## src/hdl/scfe_pkg.sv

```systemverilog
// Shared types, constants and codes for the servo CAN command frame encoder.
package scfe_pkg;

	// Fixed-point format of all physical values
	localparam int FRAC_BITS = 16;

	// Operation codes
	localparam logic [2:0] OP_MOTION    = 3'd0;
	localparam logic [2:0] OP_ENABLE    = 3'd1;
	localparam logic [2:0] OP_DISABLE   = 3'd2;
	localparam logic [2:0] OP_RESET     = 3'd3;
	localparam logic [2:0] OP_SET_ZERO  = 3'd4;
	localparam logic [2:0] OP_REG_WRITE = 3'd5;

	// Configuration register indexes
	localparam logic [2:0] CFG_LAYOUT    = 3'd0;
	localparam logic [2:0] CFG_POS_LIMIT = 3'd1;
	localparam logic [2:0] CFG_VEL_LIMIT = 3'd2;
	localparam logic [2:0] CFG_TOR_LIMIT = 3'd3;
	localparam logic [2:0] CFG_KP_LIMIT  = 3'd4;
	localparam logic [2:0] CFG_KD_LIMIT  = 3'd5;

	// Frame constants
	localparam logic [10:0] REG_WRITE_ID  = 11'h7FF;
	localparam logic [7:0]  REG_WRITE_TAG = 8'h55;
	localparam logic [7:0]  FILL_BYTE     = 8'hFF;
	localparam logic [7:0]  CMD_ENABLE    = 8'hFC;
	localparam logic [7:0]  CMD_DISABLE   = 8'hFD;
	localparam logic [7:0]  CMD_RESET     = 8'hFB;
	localparam logic [7:0]  CMD_SET_ZERO  = 8'hFE;

	// Reset values of the limits, truncated to register width
	localparam logic [21:0] POS_LIMIT_RST = 22'(64'd25 << (FRAC_BITS - 1));
	localparam logic [21:0] VEL_LIMIT_RST = 22'(64'd10 << FRAC_BITS);
	localparam logic [21:0] TOR_LIMIT_RST = 22'(64'd28 << FRAC_BITS);
	localparam logic [24:0] KP_LIMIT_RST  = 25'(64'd500 << FRAC_BITS);
	localparam logic [18:0] KD_LIMIT_RST  = 19'(64'd5 << FRAC_BITS);

	// Quantiser lanes
	localparam int LANES    = 5;
	localparam int LANE_POS = 0;
	localparam int LANE_VEL = 1;
	localparam int LANE_TOR = 2;
	localparam int LANE_KP  = 3;
	localparam int LANE_KD  = 4;

	// Datapath widths: offset value, divisor, numerator, quotient
	localparam int C_W       = 26;
	localparam int N_W       = 42;
	localparam int Q_W       = 16;
	localparam int DIV_STEPS = Q_W;

	// Register stages from request to result strobe
	localparam int LATENCY = DIV_STEPS + 3;

	typedef struct packed {
		logic [2:0]  op;
		logic [10:0] id;
		logic [7:0]  addr;
		logic [31:0] value;
	} cmd_t;

	typedef struct packed {
		logic        layout;
		logic [21:0] pos_limit;
		logic [21:0] vel_limit;
		logic [21:0] tor_limit;
		logic [24:0] kp_limit;
		logic [18:0] kd_limit;
	} cfg_t;

	typedef logic [LANES-1:0][C_W-1:0] lane_c_t;
	typedef logic [LANES-1:0][N_W-1:0] lane_n_t;
	typedef logic [LANES-1:0][Q_W-1:0] lane_q_t;

endpackage

```

## src/hdl/scfe_cfg.sv

```systemverilog
// Configuration register bank of the frame encoder.
module scfe_cfg import scfe_pkg::*; (
	input  logic        clk,
	input  logic        arst_n,
	input  logic        cfg_valid,
	output logic        cfg_ready,
	input  logic [2:0]  cfg_index,
	input  logic [31:0] cfg_data,
	output cfg_t        cfg
);

	cfg_t cfg_q;

	assign cfg_ready = 1'b1;
	assign cfg      = cfg_q;

	// Register writes; unknown indexes are dropped
	always_ff @(posedge clk or negedge arst_n) begin
		if (!arst_n) begin
			cfg_q.layout    <= 1'b0;
			cfg_q.pos_limit <= POS_LIMIT_RST;
			cfg_q.vel_limit <= VEL_LIMIT_RST;
			cfg_q.tor_limit <= TOR_LIMIT_RST;
			cfg_q.kp_limit  <= KP_LIMIT_RST;
			cfg_q.kd_limit  <= KD_LIMIT_RST;
		end else if (cfg_valid) begin
			case (cfg_index)
				CFG_LAYOUT:    cfg_q.layout    <= cfg_data[0];
				CFG_POS_LIMIT: cfg_q.pos_limit <= cfg_data[21:0];
				CFG_VEL_LIMIT: cfg_q.vel_limit <= cfg_data[21:0];
				CFG_TOR_LIMIT: cfg_q.tor_limit <= cfg_data[21:0];
				CFG_KP_LIMIT:  cfg_q.kp_limit  <= cfg_data[24:0];
				CFG_KD_LIMIT:  cfg_q.kd_limit  <= cfg_data[18:0];
				default: ;
			endcase
		end
	end

endmodule

```

## config.mk

```make
export PLATFORM = sky130hd
export DESIGN_NAME = scfe_cfg
export DESIGN_NICKNAME = d
export VERILOG_FILES = /design/src/hdl/scfe_pkg.sv /design/src/hdl/scfe_cfg.sv
export SDC_FILE = /design/constraint.sdc
export NUM_CORES = 1
export LEC_CHECK = 0
export BUFFER_PORTS_ARGS = -buffer_cell sky130_fd_sc_hd__clkbuf_2
export CORE_MARGIN = 2
export CORE_UTILIZATION = 33
export DETAILED_ROUTE_END_ITERATION = 16
export SYNTH_ARGS = -nofsm -noshare
export SYNTH_HDL_FRONTEND = slang
export SYNTH_SLANG_ARGS = --single-unit
```

## constraint.sdc

```tcl
create_clock -name clk -period 1 [get_ports clk]
set_input_delay 0.2 -clock clk [delete_from_list [all_inputs] [get_ports clk]]
set_output_delay 0.2 -clock clk [all_outputs]
set_load 0.05 [all_outputs]
```

Word level (Yosys, flattened, before mapping)
Index checks and enable logic that the tools add are counted.
{"block": "word_totals", "inputBits": 38, "ff_bits": 111, "out_inout_bits": 112, "elab_cells": 18}
{"block": "classes", "reduce_logical": 7, "eq_ne": 5}
{"cell": "2-bit AND reduction", "n": 6}
{"cell": "3-bit by 2-bit == test with 1-bit output (second input constant)", "n": 2}
{"cell": "3-bit == test (second input constant)", "n": 2}
{"cell": "3-bit by 1-bit == test with 1-bit output (second input constant)", "n": 1}
{"cell": "3-bit logical NOT", "n": 1}

Logic depth before layout (Yosys ltp)
{"block": "depth", "word_depth": 2, "depth_mapped": 4, "ltp_nobuf": 2}

Worst setup path after synthesis
OpenSTA, ideal clock, no wires.
{"block": "synth_timing", "path_type": "input port to flip-flop", "from": "input cfg_index[0]", "to": "register cfg_q, in the netlist cfg[23]", "stages": 4, "path_buffers": 2, "slack_ps": -165, "t_required_ps": 875, "arrival_ps": 1040, "path_cell_list": "and4bb_1 -> buf_6 -> buf_6 -> mux2_4"}
{"block": "synth_between", "elab_chain_len": 2}
{"item": "start: declaration", "line_no": "scfe_cfg.sv:7", "text": "input logic [2:0] cfg_index,"}
{"item": "3-bit == test", "line_no": "scfe_cfg.sv:27", "text": "case (cfg_index)"}
{"item": "2-bit AND reduction (no source line)"}
{"item": "end: declaration", "line_no": "scfe_cfg.sv:12", "text": "cfg_t cfg_q;"}
No other way between the ends.
A chain may end at the register's enable or synchronous reset.

Worst setup path after layout
{"block": "layout_timing", "from": "register cfg_q, in the netlist cfg[83]", "to": "output cfg[83] in the netlist's numbering"}
{"item": "end: declaration", "line_no": "scfe_cfg.sv:9", "text": "output cfg_t cfg"}
No word-level cell between the ends.

==> flow_summary.json <==
{
  "run_status": "finished with violations",
  "violations": "setup timing",
  "track_usage_pct": 16.5,
  "busiest_layer": "met2",
  "cts_root_buf": "clkbuf_16",
  "seq_area_mm2": 0.00280,
  "p_leak_nw": 3.33,
  "dp_hpwl_um": 6780,
  "endpoint_kind": "output pin",
  "via_per_inst": 4.69,
  "dieWidth_um": 118,
  "clkTransAtPathRegs_ns": 0.07,
  "critical-path-max-stage-delay_ns": 0.57,
  "initial_core_util_pct": 33.8,
  "path_cells": "clkbuf_16",
  "synth_area_leader_cell": "dfrtp_1",
  "ys.flop_type": "dfrtp_1",
  "grt_util_met2_pct": 26.2,
  "fin_skew_ns": 0,
  "die_area_mm2": 0.0139,
  "yosysMostFrequentCell": "dfrtp_1",
  "ys_seq_elements": 111,
  "htreeDepth": 3,
  "multi_input_area_mm2": 0.00149,
  "cts_buffers": 9,
  "muxShareOfSynthArea_pct": 30.9,
  "place_ws_ns": -0.371,
  "first_pass_iters": 4,
  "setup_viol": 112,
  "fin_nets": 461,
  "synth-simple-area-share_pct": 1.49,
  "ios": 150,
  "drv_slew": 0,
  "cap_violations": 0,
  "mappedNetlistArea_mm2": 0.00429,
  "fin_crit_sh_pct": 129,
  "largest_reg_flops": 111,
  "power_density_mw_per_mm2": 2660,
  "min_period_ns": 1.29,
  "crit_cells": 1,
  "antenna_found_initial": 0,
  "min_path_type": "input pin to flip-flop",
  "detail_route.iter0.violations": 131,
  "cts.sinks": 111,
  "crit_type": "flip-flop to output pin",
  "synth_adder_area_share_pct": 0,
  "synth.distinct_cells": 13,
  "reg2reg_slack_ns": 0.06,
  "cp_max_fo": 2,
  "hold_path.startpoint": "cfg_data[23]",
  "synth_area_leaders": "dfrtp_1 55%, mux2_2 23%, dfstp_2 9.8%, mux2_4 7.0%, buf_6 1.1%",
  "worst_path_max_delay_cell": "dfstp_2",
  "r2r_start": "cfg[81]",
  "gp_routability_congestion": 0.731,
  "fillers": 950,
  "synth_top_family_by_area": "multiplexers",
  "die_y_um": 118,
  "seq_area_frac_synth_pct": 65.2,
  "insertedDiodeCount": 0,
  "syn_avg_cell_area_um2": 17.8,
  "finalWorstSetupSlack_ns": -0.285,
  "clockBufferDepth": 2,
  "synth_xor_area_share_pct": 0,
  "met3_usage_pct": 5.38,
  "rsz0062_at_grt": "true",
  "vias": 2811,
  "drcViolationCount": 0,
  "grt_pass1_wl_um": 17600,
  "max_freq_mhz": 778,
  "rows": 41,
  "crit_buf_inv": 1,
  "tns_ns": -15.45,
  "syn_nets": 279,
  "postRouteWirelength_um": 11900,
  "cts_tree": "built",
  "post-route-util_pct": 57.2,
  "hold_depth": 2,
  "critPathTopFamily": "flip-flops",
  "synthArstFlopShare_pct": 100,
  "synth_compound_area_share_pct": 0,
  "grt_overflow_total": 0,
  "drive_above_1_share_pct": 75.9,
  "synth_commonest_cells": "95 x dfrtp_1, 89 x mux2_2, 20 x mux2_4, 16 x dfstp_2, 5 x buf_4",
  "crit_path_start_kind": "flip-flop",
  "use_met1_pct": 21.3,
  "ir_drop_v": 0.00126,
  "timing_hold_violations_final": 0,
  "avgRoutedWirePerCell_um": 19.8,
  "synthCells": 241,
  "r2r_cells": 2,
  "synth.top_cell.area_share_pct": 55.4,
  "clk_latency_ns": 0.34,
  "core-area_mm2": 0.0127,
  "hold_end": "cfg[42]",
  "critPathArrivalTime_ns": 1.09,
  "port_buffers": 141,
  "area_growth_pct": 69.1,
  "crit_required_ns": 0.80,
  "grt_pass1_vias": 2982,
  "reg2reg_to": "cfg[81]",
  "synth-warning-count": 0,
  "grt_max_degree": 64,
  "drtAntennaViolNets": 0,
  "synth-edff-count": 0
}
-- layout by cell type (no fill, tap or decap), types with 2 or more instances in the layout --
master,netlist,layout
dfstp_2,16,16
mux2_2,89,67
clkinv_2,0,2
mux2_4,20,43
nand4b_1,2,2
dfrtp_1,95,95
and4bb_4,0,3
clkbuf_1,0,2
clkbuf_2,0,26
bufinv_16,0,2
buf_12,0,8
buf_8,0,100
buf_6,4,2
buf_4,5,31
clkbuf_16,0,24
-- power by group --
group	total (W)	internal, W	switching [W]
clock	0.00385	0.00226	0.00159
combinational	0.00885	0.00416	0.00469
sequential	0.00659	0.00560	0.000994
-- cells by family (layout without fill, tap and decap cells) --
kind of cell  Yosys count  count (layout)
buf+inv                12             199
mux                   111             111
flops                 111             111
simple gates            6               6
other cells             1               1
-- worst max-delay path by stage --
stage,slack (ns),start,to
3_5_place_dp,-0.37,cfg_index[0],cfg[31]
6_report,-0.29,cfg[83],cfg[83]
4_1_cts,-0.29,cfg[83],cfg[83]
3_3_place_gp,-0.33,cfg_index[0],cfg[21]
2_1_floorplan,-0.16,cfg_index[0],cfg[23]
5_1_grt,-0.31,cfg[103],cfg[103]
-- area by class of cell --
| type | instances | area share (%) |
|---|---|---|
| sequential | 111 | 38.6 |
| timing repair buffer | 183 | 33.5 |
| clock buffer | 12 | 3.40 |
| multi-input combinational | 118 | 20.5 |
| tap | 172 | 2.97 |
| clock inverter | 4 | 0.966 |
-- routing by layer --
metal / vias to the layer above / part of all wire (%) / wire length (um)
met4: 0 / 1.2 / 138
met1: 1463 / 41 / 4910
met3: 10 / 7.2 / 862
li1: 1218 / - / -
met2: 120 / 50 / 5980
met5: - / 0 / 0
-- through the flow --
step | power [W] | cell area (um^2) | hold slack [ns] | cells
5_1_grt | 0.0200 | 7250 | 0.0811 | 600
2_1_floorplan | 0.0108 | 4310 | -0.0956 | 241
6_report | 0.0193 | 7250 | 0.0869 | 600
3_5_place_dp | 0.0123 | 5300 | 0.219 | 554
3_3_place_gp | 0.0122 | 5300 | 0.211 | 554
4_1_cts | 0.0183 | 6840 | 0.0760 | 582
-- repair_timing --
action,CTS,global route
endpoints found under the setup margin,112,137
pin swaps,0,2
gates resized for setup,237,134
endpoints found under the hold margin,95,0
gates cloned,0,2
buffers inserted,11,17
hold buffers,1,0
Note: power is estimated with default switching activity, not from simulation.
