**src/hdl/scfe_pkg.sv**
```systemverilog
// Shared types, constants and codes for the servo CAN command frame encoder.
package scfe_pkg;

	// Fixed-point format of all physical values
	localparam int FRAC_BITS = 16;

	// Operation codes
	localparam logic [2:0] OP_MOTION    = 3'd0;
	localparam logic [2:0] OP_ENABLE    = 3'd1;
	localparam logic [2:0] OP_DISABLE   = 3'd2;
	localparam logic [2:0] OP_RESET     = 3'd3;
	localparam logic [2:0] OP_SET_ZERO  = 3'd4;
	localparam logic [2:0] OP_REG_WRITE = 3'd5;

	// Configuration register indexes
	localparam logic [2:0] CFG_LAYOUT    = 3'd0;
	localparam logic [2:0] CFG_POS_LIMIT = 3'd1;
	localparam logic [2:0] CFG_VEL_LIMIT = 3'd2;
	localparam logic [2:0] CFG_TOR_LIMIT = 3'd3;
	localparam logic [2:0] CFG_KP_LIMIT  = 3'd4;
	localparam logic [2:0] CFG_KD_LIMIT  = 3'd5;

	// Frame constants
	localparam logic [10:0] REG_WRITE_ID  = 11'h7FF;
	localparam logic [7:0]  REG_WRITE_TAG = 8'h55;
	localparam logic [7:0]  FILL_BYTE     = 8'hFF;
	localparam logic [7:0]  CMD_ENABLE    = 8'hFC;
	localparam logic [7:0]  CMD_DISABLE   = 8'hFD;
	localparam logic [7:0]  CMD_RESET     = 8'hFB;
	localparam logic [7:0]  CMD_SET_ZERO  = 8'hFE;

	// Reset values of the limits, truncated to register width
	localparam logic [21:0] POS_LIMIT_RST = 22'(64'd25 << (FRAC_BITS - 1));
	localparam logic [21:0] VEL_LIMIT_RST = 22'(64'd10 << FRAC_BITS);
	localparam logic [21:0] TOR_LIMIT_RST = 22'(64'd28 << FRAC_BITS);
	localparam logic [24:0] KP_LIMIT_RST  = 25'(64'd500 << FRAC_BITS);
	localparam logic [18:0] KD_LIMIT_RST  = 19'(64'd5 << FRAC_BITS);

	// Quantiser lanes
	localparam int LANES    = 5;
	localparam int LANE_POS = 0;
	localparam int LANE_VEL = 1;
	localparam int LANE_TOR = 2;
	localparam int LANE_KP  = 3;
	localparam int LANE_KD  = 4;

	// Datapath widths: offset value, divisor, numerator, quotient
	localparam int C_W       = 26;
	localparam int N_W       = 42;
	localparam int Q_W       = 16;
	localparam int DIV_STEPS = Q_W;

	// Register stages from request to result strobe
	localparam int LATENCY = DIV_STEPS + 3;

	typedef struct packed {
		logic [2:0]  op;
		logic [10:0] id;
		logic [7:0]  addr;
		logic [31:0] value;
	} cmd_t;

	typedef struct packed {
		logic        layout;
		logic [21:0] pos_limit;
		logic [21:0] vel_limit;
		logic [21:0] tor_limit;
		logic [24:0] kp_limit;
		logic [18:0] kd_limit;
	} cfg_t;

	typedef logic [LANES-1:0][C_W-1:0] lane_c_t;
	typedef logic [LANES-1:0][N_W-1:0] lane_n_t;
	typedef logic [LANES-1:0][Q_W-1:0] lane_q_t;

endpackage

```
**src/hdl/scfe_pack.sv**
```systemverilog
// Frame assembly and output register.
module scfe_pack import scfe_pkg::*; (
	input  logic        clk,
	input  logic        arst_n,
	input  logic        valid_in,
	input  cmd_t        cmd_in,
	input  lane_q_t     q_in,
	input  logic        layout,
	output logic        result_valid,
	output logic [10:0] frame_id,
	output logic [63:0] frame_data
);

	logic [7:0]  b [8];
	logic [10:0] fid;
	logic [15:0] pos;
	logic [11:0] vel;
	logic [11:0] tor;
	logic [11:0] kp;
	logic [11:0] kd;
	logic [63:0] data_comb;

	assign pos = q_in[LANE_POS];
	assign vel = q_in[LANE_VEL][11:0];
	assign tor = q_in[LANE_TOR][11:0];
	assign kp  = q_in[LANE_KP][11:0];
	assign kd  = q_in[LANE_KD][11:0];

	// Byte layout per operation
	always_comb begin
		fid = cmd_in.id;
		for (int k = 0; k < 8; k++)
			b[k] = FILL_BYTE;
		case (cmd_in.op)
			OP_MOTION: begin
				if (!layout) begin
					b[0] = pos[15:8];
					b[1] = pos[7:0];
					b[2] = vel[11:4];
					b[3] = {vel[3:0], kp[11:8]};
					b[4] = kp[7:0];
					b[5] = kd[11:4];
					b[6] = {kd[3:0], tor[11:8]};
					b[7] = tor[7:0];
				end else begin
					b[0] = {3'b000, kp[11:7]};
					b[1] = {kp[6:0], kd[8]};
					b[2] = kd[7:0];
					b[3] = pos[15:8];
					b[4] = pos[7:0];
					b[5] = vel[11:4];
					b[6] = {vel[3:0], tor[11:8]};
					b[7] = tor[7:0];
				end
			end
			OP_ENABLE:   b[7] = CMD_ENABLE;
			OP_DISABLE:  b[7] = CMD_DISABLE;
			OP_RESET:    b[7] = CMD_RESET;
			OP_SET_ZERO: b[7] = CMD_SET_ZERO;
			OP_REG_WRITE: begin
				fid  = REG_WRITE_ID;
				b[0] = cmd_in.id[7:0];
				b[1] = {5'b00000, cmd_in.id[10:8]};
				b[2] = REG_WRITE_TAG;
				b[3] = cmd_in.addr;
				b[4] = cmd_in.value[7:0];
				b[5] = cmd_in.value[15:8];
				b[6] = cmd_in.value[23:16];
				b[7] = cmd_in.value[31:24];
			end
			default: ;
		endcase
		for (int k = 0; k < 8; k++)
			data_comb[8*k +: 8] = b[k];
	end

	always_ff @(posedge clk or negedge arst_n) begin
		if (!arst_n)
			result_valid <= 1'b0;
		else
			result_valid <= valid_in;
	end

	always_ff @(posedge clk) begin
		frame_id   <= fid;
		frame_data <= data_comb;
	end

endmodule

```
**config.mk**
```make
export PLATFORM = sky130hd
export DESIGN_NAME = scfe_pack
export DESIGN_NICKNAME = d
export VERILOG_FILES = /design/src/hdl/scfe_pkg.sv /design/src/hdl/scfe_pack.sv
export SDC_FILE = /design/constraint.sdc
export NUM_CORES = 1
export LEC_CHECK = 0
export BUFFER_PORTS_ARGS = -buffer_cell sky130_fd_sc_hd__buf_2
export CAP_MARGIN = 10
export CORE_MARGIN = 2
export CORE_UTILIZATION = 36
export CTS_CLUSTER_SIZE = 14
export DETAILED_ROUTE_END_ITERATION = 7
export GPL_ROUTABILITY_DRIVEN = 0
export HOLD_SLACK_MARGIN = 0.06
export PLACE_DENSITY = 0.76
export SYNTH_ARGS = -nofsm -noshare
export SYNTH_HDL_FRONTEND = slang
export SYNTH_SLANG_ARGS = --single-unit
```
**constraint.sdc**
```tcl
create_clock -name clk -period 0.8 [get_ports clk]
set_input_delay 0.08 -clock clk [delete_from_list [all_inputs] [get_ports clk]]
set_output_delay 0.08 -clock clk [all_outputs]
set_load 0.02 [all_outputs]
```
Yosys cells after proc, flatten, opt, wreduce, memory -nomap -nowiden

Cells that the tools add are included.

Flip-flop bits (word level): 76
Input bits: 138
Output and inout bits: 76
Word-level logic and storage cells: 12

Equal/unequal tests: 5
Multiplexer cells: 3
Reduce and logical (&&, ||, !) cells: 1

Operators with widths:

| operator                                                               | number |
|---|---|
| 56-bit one-hot mux with 2 select lines                                 | 1 |
| 64-bit two-way mux                                                     | 1 |
| 8-bit one-hot mux with 6 select lines                                  | 1 |
| 3-bit by 2-bit equality test with 1-bit output (second input constant) | 2 |
| 3-bit equality test (second input constant)                            | 2 |
| 3-bit by 1-bit equality test with 1-bit output (second input constant) | 1 |
| 3-bit logical NOT                                                      | 1 |

Longest topological paths before layout

Word-level depth: 2
Mapped depth: 6
Depth with buffers taken out: 3

Least setup slack after synthesis

OpenSTA, ideal clock, no wires.

Path kind: in2reg
Start point: input port cmd_in[51] (netlist name)
End point: register frame_data[24]
Library setup time: 0.129 ns
Arrival time: 0.949 ns
Required time: 0.671 ns
Slack: -0.278 ns
Stages on the path: 6
Path buffers: 3
Cell sequence: buf_2 > nand2_2 > or2_1 > buf_6 > buf_6 > a2bb2oi_1

RTL lines:

| element                | RTL line        | RTL |
|---|---|---|
| start: declaration     | scfe_pack.sv:6  | `input cmd_t cmd_in,` |
| end signal: assignment | scfe_pack.sv:86 | `frame_data <= data_comb;` |
| end: declaration       | scfe_pack.sv:11 | `output logic [63:0] frame_data` |

Worst setup path in the final report

Start point: register result_valid
End point: output port result_valid

RTL lines:

| element                  | RTL line        | RTL |
|---|---|---|
| start: declaration       | scfe_pack.sv:9  | `output logic result_valid,` |
| start signal: assignment | scfe_pack.sv:81 | `result_valid <= valid_in;` |

No word-level cell between the ends.

==> out/metrics.csv <==
stage,metric,value,unit
die,Die Span X,92.96,microns
worst_setup_path,Buffers & Inverters on Critical Path,1,
global_routing,global routing's busiest layer,met2,
clock_network,TritonCTS clock tree,built,
sta,final number of max-transition violations,0,
clock_network,clock sink count,76,
detailed_routing,total wire length after detailed routing,11880,microns
sta,setup-violating endpoint count in the final report,78,
global_routing,met2 layer usage reported by global route,51.63,%
clock_network,deepest level of the CTS H-tree,3,
status,violated checks,setup timing,
synthesis,cell type contributing the most total cell area after synthesis,sky130_fd_sc_hd__dfxtp_1,
worst_setup_path,Worst setup EP type,primary output,
layout,"Net count, final",685,
synthesis,Synth cell types,24,
sta,share of the clock period used by the worst path,117.6,%
pwr,leak pwr,2.702,nW
synthesis,Syn Nets,385,
detailed_routing,Residual DRC,0,
worst_setup_path,critical path's largest stage delay,0.38,ns
placed_design,PortBufs,197,
synthesis,number of instances in the synthesized netlist,247,
synthesis,sequential fraction of the synthesis area,53.58,%
synthesis,ys flop type,sky130_fd_sc_hd__dfxtp_1,
global_routing,global-route wire length before repair,17970,microns
synthesis,leading post-synthesis cells by cell area,"sky130_fd_sc_hd__dfxtp_1 (53%), sky130_fd_sc_hd__mux2i_1 (17%), sky130_fd_sc_hd__a2bb2oi_1 (11%), sky130_fd_sc_hd__nand2b_1 (5.3%), sky130_fd_sc_hd__o22ai_1 (2.6%)",
clock_network,number of buffers added by the clock tree synthesis step,9,
layout,utilization after layout,77.23,%
pwr,pwr/cell area,1631,nW/um^2
global_routing,met3 layer usage reported by global route,7.486,%
clock_network,maximum count of clock buffers along a single path,2,
clock_network,number of setup buffers added after CTS,0,
global_routing,vias in the first global route,3614,
worst_setup_path,kind of critical path,flop to primary output,
global_routing,maximum number of pins on one net before global-route repair,48,
placed_design,DP Wirelength,6399,microns
detailed_routing,total number of vias,3168,
clock_network,count of hold-fix buffers inserted at cts,110,
synthesis,"Warnings, synthesis",0,
detailed_routing,number of nets with antenna violations after detailed routing,0,
synthesis,Yosys top cell area share,52.70,%
die,number of top-level pins,214,
layout,synthesis-to-layout area growth,108.4,%
detailed_routing,number of detailed-route iterations in the first pass,4,
sta,actual transition at the worst max-transition pin,0.2908,ns
hold_path,worst min-delay path startpoint,cmd_in[25],
worst_setup_path,standard cell with the maximum stage delay on the critical path,sky130_fd_sc_hd__dfrtp_1,
pwr,Peak VDD IR,1.201,mV
worst_setup_path,crit path launch type,flop,
flow_run,Max Cap Viol,0,
worst_setup_path,arrival time at the worst endpoint,0.86,ns
clock_network,root buffer cell,sky130_fd_sc_hd__clkbuf_8,
sta,number of failing hold endpoints at the final stage,0,
layout,share of final-layout standard cells stronger than drive strength 1,55.43,%
die,initial core utilization,37.06,%
global_routing,overall track demand over capacity in global routing,27.22,%
worst_setup_path,Required @ worst endpoint,0.72,ns
status,status,finished with violations,
global_routing,GR met1 Demand/Resource,27.15,%
pwr,"Power, Total",9.683,mW
detailed_routing,vias per cell,4.829,
die,Vert. Die Dim,92.96,microns
sta,final setup slack of the worst path,-0.1411,ns
hold_path,path type of the worst min-delay path,input pin to flop,
die,full die area,8642,sq um
synthesis,"EDFF count, synth",0,
global_routing,initial antenna violation count,2,
sta,max-slew headroom at the worst pin,80.55,%
die,num rows,32,
worst_setup_path,cell family with most CP delay,flip-flops,
worst_setup_path,worst-path fanout max,1,
die,area of the core,7687,sq um
worst_setup_path,Critical Path Start,result_valid,
sta,highest attainable clock frequency,1.063,GHz
global_routing,global route total overflow,0,
synthesis,netlist area before placement,2849,sq um
synthesis,Syn Area/Cell,11.53,sq um
worst_setup_path,crit-path cells,buf_6,
detailed_routing,routed length per instance,18.11,microns
sta,fin crit period,0.9411,ns
detailed_routing,iteration-0 DRC count of the detailed router,69,
clock_network,"CTS clk-pin slew, worst paths",0.09,ns
sta,setup repair after global routing missed its margin,yes,
synthesis,Post-synth ARST share,1.316,%
synthesis,count of state elements after synthesis,76,
==> synthesized netlist by cell type, types with 2 or more instances <==
cell type	n
sky130_fd_sc_hd__mux2i_1	49
sky130_fd_sc_hd__a2bb2oi_1	36
sky130_fd_sc_hd__nand2_1	4
sky130_fd_sc_hd__o22ai_1	12
sky130_fd_sc_hd__nor2b_1	3
sky130_fd_sc_hd__buf_2	12
sky130_fd_sc_hd__buf_6	3
sky130_fd_sc_hd__buf_4	2
sky130_fd_sc_hd__a221o_1	2
sky130_fd_sc_hd__nand2b_1	24
sky130_fd_sc_hd__a21oi_1	10
sky130_fd_sc_hd__clkbuf_1	4
sky130_fd_sc_hd__dfxtp_1	75
==> path summary, 6_finish.rpt <==
check / to / cells after the start
setup / recovery: result_valid / 1
hold / removal: frame_data[57] / 3
max in group asynchronous: result_valid / 3
min in group asynchronous: result_valid / 3
==> metal layers <==
layer / routed length, microns / part of all wire, % / vias up
li1: - / - / 1496
met1: 4326 / 36 / 1492
met2: 6428 / 54 / 144
met3: 719 / 6.1 / 36
met4: 405 / 3.4 / 0
met5: 0 / 0 / -
==> flip-flops by register name (all words and copies together) (netlist names) <==
register,count
result_valid,1
frame_data,64
frame_id,11
==> metrics by stage <==
| stage | cell area, sq um | setup TNS, ns | std cells | setup WS [ns] | hold slack [ns] |
|---|---|---|---|---|---|
| after floorplan | 2940 | -7.110 | 247 | -0.1874 | -0.2156 |
| after global placement | 4044 | -17.82 | 536 | -0.3130 | -0.1461 |
| after detailed placement | 4044 | -19.64 | 536 | -0.3454 | -0.1441 |
| after CTS | 5933 | -5.995 | 662 | -0.1494 | 0.03820 |
| after global routing | 5937 | -7.513 | 656 | -0.1735 | 0.04557 |
| final | 5937 | -5.145 | 656 | -0.1411 | 0.04986 |
==> cell usage in the layout (no fill, tap or decap), types with 3 or more instances in the layout <==
| master | instances |
|---|---|
| sky130_fd_sc_hd__dfxtp_2 | 75 |
| sky130_fd_sc_hd__mux2i_2 | 4 |
| sky130_fd_sc_hd__a2bb2oi_1 | 34 |
| sky130_fd_sc_hd__buf_12 | 7 |
| sky130_fd_sc_hd__buf_4 | 4 |
| sky130_fd_sc_hd__buf_6 | 76 |
| sky130_fd_sc_hd__nand2b_1 | 24 |
| sky130_fd_sc_hd__clkbuf_8 | 10 |
| sky130_fd_sc_hd__a21oi_1 | 5 |
| sky130_fd_sc_hd__buf_2 | 112 |
| sky130_fd_sc_hd__o22ai_1 | 11 |
| sky130_fd_sc_hd__mux2i_1 | 45 |
| sky130_fd_sc_hd__a21oi_2 | 5 |
| sky130_fd_sc_hd__dlygate4sd3_1 | 109 |
| sky130_fd_sc_hd__nor2b_1 | 3 |
| sky130_fd_sc_hd__nand2_1 | 4 |
==> cell families (layout without fill, tap and decap cells) <==
family	after synthesis	count (layout)	share of synthesized area [%]
flops	76	76	53.58
compound gates	61	61	16.47
mux	49	49	17.22
simple gates	39	39	8.257
buf+inv	22	327	4.479
other cells	0	2	0
==> report_power, final <==
| part | internal (mW) | leakage [nW] | switching (mW) |
|---|---|---|---|
| clock | 1.85 | 0.111 | 1.43 |
| sequential | 4.04 | 0.609 | 0.104 |
| combinational | 1.31 | 1.98 | 0.955 |
| total | 7.20 | 2.70 | 2.49 |
==> final cells by class <==
cell class	count	area, sq um
Antenna cell	2	5.005
Clock buffer	12	145.1
Clock inverter	4	73.82
Fill cell	486	1750
Inverter	1	3.754
Multi-Input combinational cell	149	1264
Sequential cell	76	1620
Tap cell	102	127.6
Timing Repair Buffer	310	2698
==> repair_timing <==
item | 4_1_cts | 5_1_grt
hold endpoints to repair | 75 | 1
pin swaps | 0 | 4
gates resized for setup | 227 | 9
setup endpoints to repair | 76 | 87
No activity file was read; power rests on OpenSTA's default activity.
