## src/hdl/scfe_pkg.sv

```systemverilog
// Shared types, constants and codes for the servo CAN command frame encoder.
package scfe_pkg;

	// Fixed-point format of all physical values
	localparam int FRAC_BITS = 16;

	// Operation codes
	localparam logic [2:0] OP_MOTION    = 3'd0;
	localparam logic [2:0] OP_ENABLE    = 3'd1;
	localparam logic [2:0] OP_DISABLE   = 3'd2;
	localparam logic [2:0] OP_RESET     = 3'd3;
	localparam logic [2:0] OP_SET_ZERO  = 3'd4;
	localparam logic [2:0] OP_REG_WRITE = 3'd5;

	// Configuration register indexes
	localparam logic [2:0] CFG_LAYOUT    = 3'd0;
	localparam logic [2:0] CFG_POS_LIMIT = 3'd1;
	localparam logic [2:0] CFG_VEL_LIMIT = 3'd2;
	localparam logic [2:0] CFG_TOR_LIMIT = 3'd3;
	localparam logic [2:0] CFG_KP_LIMIT  = 3'd4;
	localparam logic [2:0] CFG_KD_LIMIT  = 3'd5;

	// Frame constants
	localparam logic [10:0] REG_WRITE_ID  = 11'h7FF;
	localparam logic [7:0]  REG_WRITE_TAG = 8'h55;
	localparam logic [7:0]  FILL_BYTE     = 8'hFF;
	localparam logic [7:0]  CMD_ENABLE    = 8'hFC;
	localparam logic [7:0]  CMD_DISABLE   = 8'hFD;
	localparam logic [7:0]  CMD_RESET     = 8'hFB;
	localparam logic [7:0]  CMD_SET_ZERO  = 8'hFE;

	// Reset values of the limits, truncated to register width
	localparam logic [21:0] POS_LIMIT_RST = 22'(64'd25 << (FRAC_BITS - 1));
	localparam logic [21:0] VEL_LIMIT_RST = 22'(64'd10 << FRAC_BITS);
	localparam logic [21:0] TOR_LIMIT_RST = 22'(64'd28 << FRAC_BITS);
	localparam logic [24:0] KP_LIMIT_RST  = 25'(64'd500 << FRAC_BITS);
	localparam logic [18:0] KD_LIMIT_RST  = 19'(64'd5 << FRAC_BITS);

	// Quantiser lanes
	localparam int LANES    = 5;
	localparam int LANE_POS = 0;
	localparam int LANE_VEL = 1;
	localparam int LANE_TOR = 2;
	localparam int LANE_KP  = 3;
	localparam int LANE_KD  = 4;

	// Datapath widths: offset value, divisor, numerator, quotient
	localparam int C_W       = 26;
	localparam int N_W       = 42;
	localparam int Q_W       = 16;
	localparam int DIV_STEPS = Q_W;

	// Register stages from request to result strobe
	localparam int LATENCY = DIV_STEPS + 3;

	typedef struct packed {
		logic [2:0]  op;
		logic [10:0] id;
		logic [7:0]  addr;
		logic [31:0] value;
	} cmd_t;

	typedef struct packed {
		logic        layout;
		logic [21:0] pos_limit;
		logic [21:0] vel_limit;
		logic [21:0] tor_limit;
		logic [24:0] kp_limit;
		logic [18:0] kd_limit;
	} cfg_t;

	typedef logic [LANES-1:0][C_W-1:0] lane_c_t;
	typedef logic [LANES-1:0][N_W-1:0] lane_n_t;
	typedef logic [LANES-1:0][Q_W-1:0] lane_q_t;

endpackage

```

## src/hdl/scfe_prep.sv

```systemverilog
// Clamp, offset and numerator stages feeding the quantiser divider.
module scfe_prep import scfe_pkg::*; (
	input  logic               clk,
	input  logic               arst_n,
	input  logic               valid_in,
	input  cmd_t               cmd_in,
	input  logic signed [25:0] stiffness,
	input  logic signed [19:0] damping,
	input  logic signed [22:0] position,
	input  logic signed [22:0] velocity,
	input  logic signed [22:0] torque,
	input  cfg_t               cfg,
	output logic               valid_s2,
	output cmd_t               cmd_s2,
	output lane_n_t            n_s2,
	output lane_c_t            d_s2
);

	logic    valid_s1;
	cmd_t    cmd_s1;
	lane_c_t c_s1;
	lane_c_t d_s1;
	lane_c_t c_comb;
	lane_c_t d_comb;

	// Symmetric range: clamp to [-lim, lim] and shift up by lim
	function automatic logic [C_W-1:0] sym_offset(input logic signed [22:0] x,
			input logic [21:0] lim);
		logic signed [23:0] xe;
		logic signed [23:0] le;
		logic signed [23:0] s;
		xe = {x[22], x};
		le = {2'b00, lim};
		if (xe > le)
			s = le + le;
		else if (xe < -le)
			s = '0;
		else
			s = xe + le;
		return {2'b00, s};
	endfunction

	// Gain range: clamp to [0, lim]
	function automatic logic [C_W-1:0] gain_clamp(input logic [C_W-1:0] x,
			input logic [C_W-1:0] lim);
		if (x[C_W-1])
			return '0;
		else if (x > lim)
			return lim;
		else
			return x;
	endfunction

	// Numerator c * (2^bits - 1)
	function automatic logic [N_W-1:0] scale(input logic [C_W-1:0] c, input logic [4:0] bits);
		logic [N_W-1:0] ce;
		ce = {{(N_W-C_W){1'b0}}, c};
		return (ce << bits) - ce;
	endfunction

	// Stage 1 datapath
	always_comb begin
		c_comb[LANE_POS] = sym_offset(position, cfg.pos_limit);
		c_comb[LANE_VEL] = sym_offset(velocity, cfg.vel_limit);
		c_comb[LANE_TOR] = sym_offset(torque, cfg.tor_limit);
		c_comb[LANE_KP]  = gain_clamp(stiffness, {1'b0, cfg.kp_limit});
		c_comb[LANE_KD]  = gain_clamp({{(C_W-20){damping[19]}}, damping},
			{{(C_W-19){1'b0}}, cfg.kd_limit});
		d_comb[LANE_POS] = {3'b000, cfg.pos_limit, 1'b0};
		d_comb[LANE_VEL] = {3'b000, cfg.vel_limit, 1'b0};
		d_comb[LANE_TOR] = {3'b000, cfg.tor_limit, 1'b0};
		d_comb[LANE_KP]  = {1'b0, cfg.kp_limit};
		d_comb[LANE_KD]  = {{(C_W-19){1'b0}}, cfg.kd_limit};
	end

	// Valid bits
	always_ff @(posedge clk or negedge arst_n) begin
		if (!arst_n) begin
			valid_s1 <= 1'b0;
			valid_s2 <= 1'b0;
		end else begin
			valid_s1 <= valid_in;
			valid_s2 <= valid_s1;
		end
	end

	// Payload registers
	always_ff @(posedge clk) begin
		cmd_s1 <= cmd_in;
		c_s1   <= c_comb;
		d_s1   <= d_comb;
		cmd_s2 <= cmd_s1;
		d_s2   <= d_s1;
		n_s2[LANE_POS] <= scale(c_s1[LANE_POS], 5'd16);
		n_s2[LANE_VEL] <= scale(c_s1[LANE_VEL], 5'd12);
		n_s2[LANE_TOR] <= scale(c_s1[LANE_TOR], 5'd12);
		n_s2[LANE_KP]  <= scale(c_s1[LANE_KP], 5'd12);
		n_s2[LANE_KD]  <= scale(c_s1[LANE_KD], cfg.layout ? 5'd9 : 5'd12);
	end

endmodule

```

## config.mk

```make
export PLATFORM = sky130hd
export DESIGN_NAME = scfe_prep
export DESIGN_NICKNAME = d
export VERILOG_FILES = /design/src/hdl/scfe_pkg.sv /design/src/hdl/scfe_prep.sv
export SDC_FILE = /design/constraint.sdc
export NUM_CORES = 1
export LEC_CHECK = 0
export BUFFER_PORTS_ARGS = -buffer_cell sky130_fd_sc_hd__buf_2
export CORE_AREA = 2 2 265 267
export DETAILED_ROUTE_END_ITERATION = 8
export DIE_AREA = 0 0 267 269
export PLACE_DENSITY = 0.74
export SETUP_SLACK_MARGIN = 0.2
export SYNTH_ARGS = -nofsm -noshare
export SYNTH_HDL_FRONTEND = slang
export SYNTH_SLANG_ARGS = --single-unit
export TNS_END_PERCENT = 5
```

## constraint.sdc

```tcl
create_clock -name clk -period 3.42 [get_ports clk]
set_input_delay 0.171 -clock clk [delete_from_list [all_inputs] [get_ports clk]]
set_output_delay 0.171 -clock clk [all_outputs]
set_load 0.02 [all_outputs]
```

; Yosys cells after proc, flatten, opt, wreduce, memory -nomap -nowiden
; Cells that the tools add are included.
[totals]
reg_bits = 650
latch_bits = 0
ram_bits = 0
mem_bits_ro = 0
in_bits = 283
output_inout_bits = 395
word_cells = 62
memories = 0
[op_classes]
n_addsub = 14
multipliers = 0
n_div = 0
n_lt_le_gt_ge = 8
n_eq_ne = 0
n_shift = 1
mux = 9
bitwise_logic = 0
n_reduce_logical = 0
[op_table]
columns = operator, count
row1 = 2-to-1 mux 24 bit, 6
row2 = subtractor 36 x 24 -> 37 bit, 2
row3 = adder 23 x 23 -> 24 bit, 3
row4 = less-than comparator 23 x 24 -> 1 bit, 3
row5 = negator 22 -> 24 bit, 3
row6 = adder 22 x 22 -> 23 bit, 3
row7 = > comparator 23 bit, 3
row8 = << shifter 26 x 4 -> 42 bit, 1
row9 = subtractor 42 x 26 -> 42 bit, 1
row10 = subtractor 40 x 24 -> 41 bit, 1
row11 = subtractor 38 x 26 -> 39 bit, 1
row12 = > comparator 26 x 19 -> 1 bit, 1
row13 = > comparator 26 x 25 -> 1 bit, 1
row14 = 2-to-1 mux 25 bit, 1
row15 = 2-to-1 mux 19 bit, 1
row16 = 2-to-1 mux 3 bit, 1

; Depth between registers and ports, before layout
[depth]
word_depth = 4
ltp_mapped = 17
mapped_depth_nobuf = 17

; Worst setup path before layout
; Ideal clock, no wire load.
[synth_timing]
kind = in2reg
startpoint = in cfg[88] (netlist bit)
endpoint = reg c_s1[1] (netlist bit)
arrival_time_ps = 3361
required_time_ps = 3283
setup_slack_ps = -78
stages = 14
n_path_buf = 1
path_cell_list = nor3_1 -> nand4_1 -> nor4_1 -> nand3_1 -> xnor2_1 -> ha_1 -> a21o_1 -> a21oi_1 -> and4b_1 -> a21oi_1 -> o2111a_1 -> o221ai_1 -> clkbuf_1 -> o22ai_1
[synth_rtl]
columns = element, line_no
row1 = "start, declared", scfe_prep.sv:12  ; input cfg_t cfg,
row2 = "end signal, assigned", scfe_prep.sv:90  ; c_s1 <= c_comb;
row3 = "end, declared", scfe_prep.sv:21  ; lane_c_t c_s1;

==> summary.md <==
| Metric | Value |
|---|---|
| Status | finished, final reports clean |
| Port bufs | 657 |
| TritonCTS buffer count | 68 |
| Reg2reg start | c_s1[104] |
| Initial antenna violation count | 14 |
| RePlAce Congestion | 0.962 |
| Slew HR | 0.381 |
| Clock tree buffer depth | 3 |
| ANT nets after route | 0 |
| Initial DRC count | 1662 |
| Vias in the first global route | 24600 |
| Skew final | 0.0374 ns |
| Vias | 24900 |
| Layout cell share with drive strength beyond 1 | 0.239 |
| Final core utilization | 0.550 |
| Num rows | 97 |
| CP Launch Point | cfg[94] |
| Clock insertion delay at the later pin of the skew report | 0.60 ns |
| Die Ht | 269 um |
| Drt pass-1 iters | 5 |
| Fin. Hold Viols | 0 |
| Worst R2R Setup Slack | 0.27 ns |
| H-tree Lvls | 3 |
| RSZ-0062 raised after global routing | true |
| Worst EP required | 3.94 ns |
| Inst Count DP | 4536 |
| DP HPWL | 68400 um |
| Syn Std Cell Area | 28300 um^2 |
| FF+latch count, synth | 642 |
| Pre-CTS setup slack | -0.263 ns |
| CTS tree | done |
| Post-Syn Instances | 2901 |
| Least-Margin Pin Slew | 0.916 ns |
| Setup crit end | c_s1[21] |
| Final Non-Filler Cells | 4904 |
| Hold slack | 0.0688 ns |
| Register area share after synthesis | 0.454 |
| Slew Viols, Final | 0 |
| First-pass GRT wire length | 135000 um |
| Root Buffer Master | clkbuf_16 |
| EDFF count, synth | 0 |
| CP startpoint kind | primary input |
| Synth warn | 0 |
| Final setup vio count | 0 |
| Die footprint | 71800 um^2 |
| Area growth from synthesis to layout | 34.4% |
| R2R Path End | n_s2[192] |
| Fillers | 5911 |
| PwrDens | 601 nW/um^2 |
| Vias per inst | 5.07 |
| Leakage power | 18.1 nW |
| Critical path capture point type | flip-flop |
| Worst Path Arrival | 3.79 ns |
| Avg Inst Size Synth | 9.77 um^2 |
| Gr usage total | 0.240 |
| Maximum vdd drop | 0.000460 V |
| DRC violations left | 0 |
| Max-Cap Viols | 0 |
| WL final | 90900 um |
| Final #Nets | 4499 |
| Crit share post-route | 0.955 |
| Netlist cell types | 87 |
| Final critical-path required period | 3.27 ns |
| Worst-path maximum fanout | 5 |
| Area of the core | 69300 um^2 |
| Worst setup margin | 0.153 ns |
| Hold Path Class | primary input to flip-flop |
| Die X | 267 um |
| Depth of the worst register-to-register path | 12 |
| IO Count | 678 |
| Critical path class | primary input to flip-flop |
| Worst-path clk slew | 0.06 ns |
| Detailed-route wire length per cell | 18.5 um |
| Sink Count | 642 |
| Gr ovfl total | 0 |
| Largest net degree at the start of global routing | 28 |
| Main synth FF type | dfxtp_1 |
| Asr flop ratio synth | 0.00312 |
| Achievable Freq | 306 MHz |
| Initial Util | 0.409 |
-- synthesized netlist by cell type (6+ instances only) --
| cell | instances | share of area |
|---|---|---|
| nand2_1 | 155 | 0.021 |
| nor3_1 | 83 | 0.015 |
| clkbuf_1 | 53 | 0.0070 |
| and2_1 | 11 | 0.0024 |
| o21a_1 | 9 | 0.0024 |
| a21oi_1 | 139 | 0.025 |
| o22ai_1 | 28 | 0.0062 |
| nor4_1 | 48 | 0.011 |
| or4_1 | 10 | 0.0026 |
| xnor2_1 | 214 | 0.066 |
| nand3b_1 | 6 | 0.0016 |
| nor2b_1 | 22 | 0.0049 |
| nor2_1 | 237 | 0.031 |
| a31oi_1 | 17 | 0.0038 |
| or4b_1 | 7 | 0.0025 |
| and3_1 | 16 | 0.0035 |
| nor3b_1 | 8 | 0.0021 |
| a211oi_1 | 17 | 0.0045 |
| nand4_1 | 44 | 0.0097 |
| nor4b_1 | 8 | 0.0025 |
| inv_1 | 256 | 0.034 |
| o21ai_0 | 49 | 0.0087 |
| a21o_1 | 63 | 0.017 |
| buf_4 | 34 | 0.0090 |
| dfxtp_1 | 640 | 0.45 |
| o41ai_1 | 7 | 0.0022 |
| or3_1 | 19 | 0.0042 |
| nand2b_1 | 31 | 0.0068 |
| buf_2 | 6 | 0.0011 |
| ha_1 | 309 | 0.14 |
| o21ai_1 | 21 | 0.0037 |
| a22o_1 | 6 | 0.0019 |
| mux2i_1 | 55 | 0.019 |
| o211ai_1 | 6 | 0.0016 |
| o21bai_1 | 16 | 0.0042 |
| xor2_1 | 52 | 0.016 |
| nand3_1 | 38 | 0.0067 |
| o31ai_1 | 48 | 0.013 |
-- repair_timing --
action / CTS / global route
endpoints found under the hold margin: 269 / 0
setup buffers: 0 / 5
setup endpoints to repair: 2 / 98
gates cloned: 0 / 1
hold buffers: 232 / 0
resized for setup: 0 / 23
pin swaps: 0 / 5
-- where the power goes --
group	switching [mW]	total (mW)	leakage [nW]	internal, mW
combinational	3.77	6.22	11.6	2.45
clock	3.12	7.54	1.12	4.42
sequential	0.578	9.13	5.40	8.55
-- worst min-delay path by stage --
stage,startpoint,to,slack [ns],cells past startpoint
floorplan,arst_n,valid_s1,-0.12,0
global placement,arst_n,valid_s2,-0.04,1
detailed placement,arst_n,valid_s2,-0.04,1
CTS,torque[0],c_s1[52],0.03,4
global route,torque[0],c_s1[52],0.07,4
finish,cfg[88],c_s1[0],0.07,4
-- cells by family after synthesis --
logic type / Yosys count / share of synthesized area
buf+inv: 354 / 0.0519
mux: 60 / 0.0214
fa+ha+maj: 312 / 0.138
xor+xnor: 266 / 0.0822
simple gates: 776 / 0.138
other cells: 1 / 0.000132
compound gates: 490 / 0.114
flops: 642 / 0.454
-- per-layer routing --
| metal | wire length [um] | track usage | vias to the layer above |
|---|---|---|---|
| met3 | 6260 | 0.0473 | 242 |
| li1 | - | - | 12000 |
| met4 | 4520 | 0.130 | 6 |
| met1 | 36300 | 0.280 | 11600 |
| met2 | 43800 | 0.417 | 1012 |
| met5 | 41 | 0 | - |
-- layout make-up --
class	count	area [um^2]	area share
sequential	642	12900	0.337
tap	940	1180	0.0309
multi-input combinational	1925	14300	0.374
clock buffer	95	1950	0.0512
antenna	8	20.0	0.000525
inverter	258	968	0.0254
timing repair buffer	1009	6530	0.171
clock inverter	27	335	0.00880
-- through the flow --
stage | area, um^2 | power (mW) | setup TNS (ns)
after floorplan | 28500 | 12.9 | 0
after global placement | 33300 | 15.1 | -8.65
after detailed placement | 33300 | 15.1 | -9.25
after CTS | 37900 | 22.9 | 0
after global routing | 38100 | 23.9 | 0
final | 38100 | 22.9 | 0
-- registers in the layout, summed over array words and instances (netlist names) --
signal and flops:
cmd_s1 54, n_s2 196, d_s1 110, cmd_s2 54, valid_s2 1, c_s1 116
valid_s1 1, d_s2 110
-- critical path, stage by stage --
cell and delay [ns]:
buf_2 0.09, dlygate4sd3_1 0.55, buf_4 0.15, inv_1 0.08
ha_1 0.37, or3_1 0.23, nor2_1 0.06, a221oi_1 0.53
a31oi_1 0.23, a221o_1 0.44, and4_1 0.23, or3_1 0.31
a211oi_1 0.24, a21o_1 0.10
-- cell usage in the layout (no fill, tap or decap), types with 42 or more instances in the layout --
cell / n
clkbuf_16: 68
a21o_1: 63
mux2i_1: 54
xnor2_1: 214
nor4_1: 42
buf_2: 658
nor3_1: 81
o21ai_0: 49
dfxtp_1: 639
buf_4: 116
inv_1: 255
a21oi_1: 139
dlygate4sd3_1: 232
nand4_1: 44
ha_1: 309
nand2_1: 155
nor2_1: 236
xor2_1: 51
o31ai_1: 48
Power figures use the tool's default switching activity.
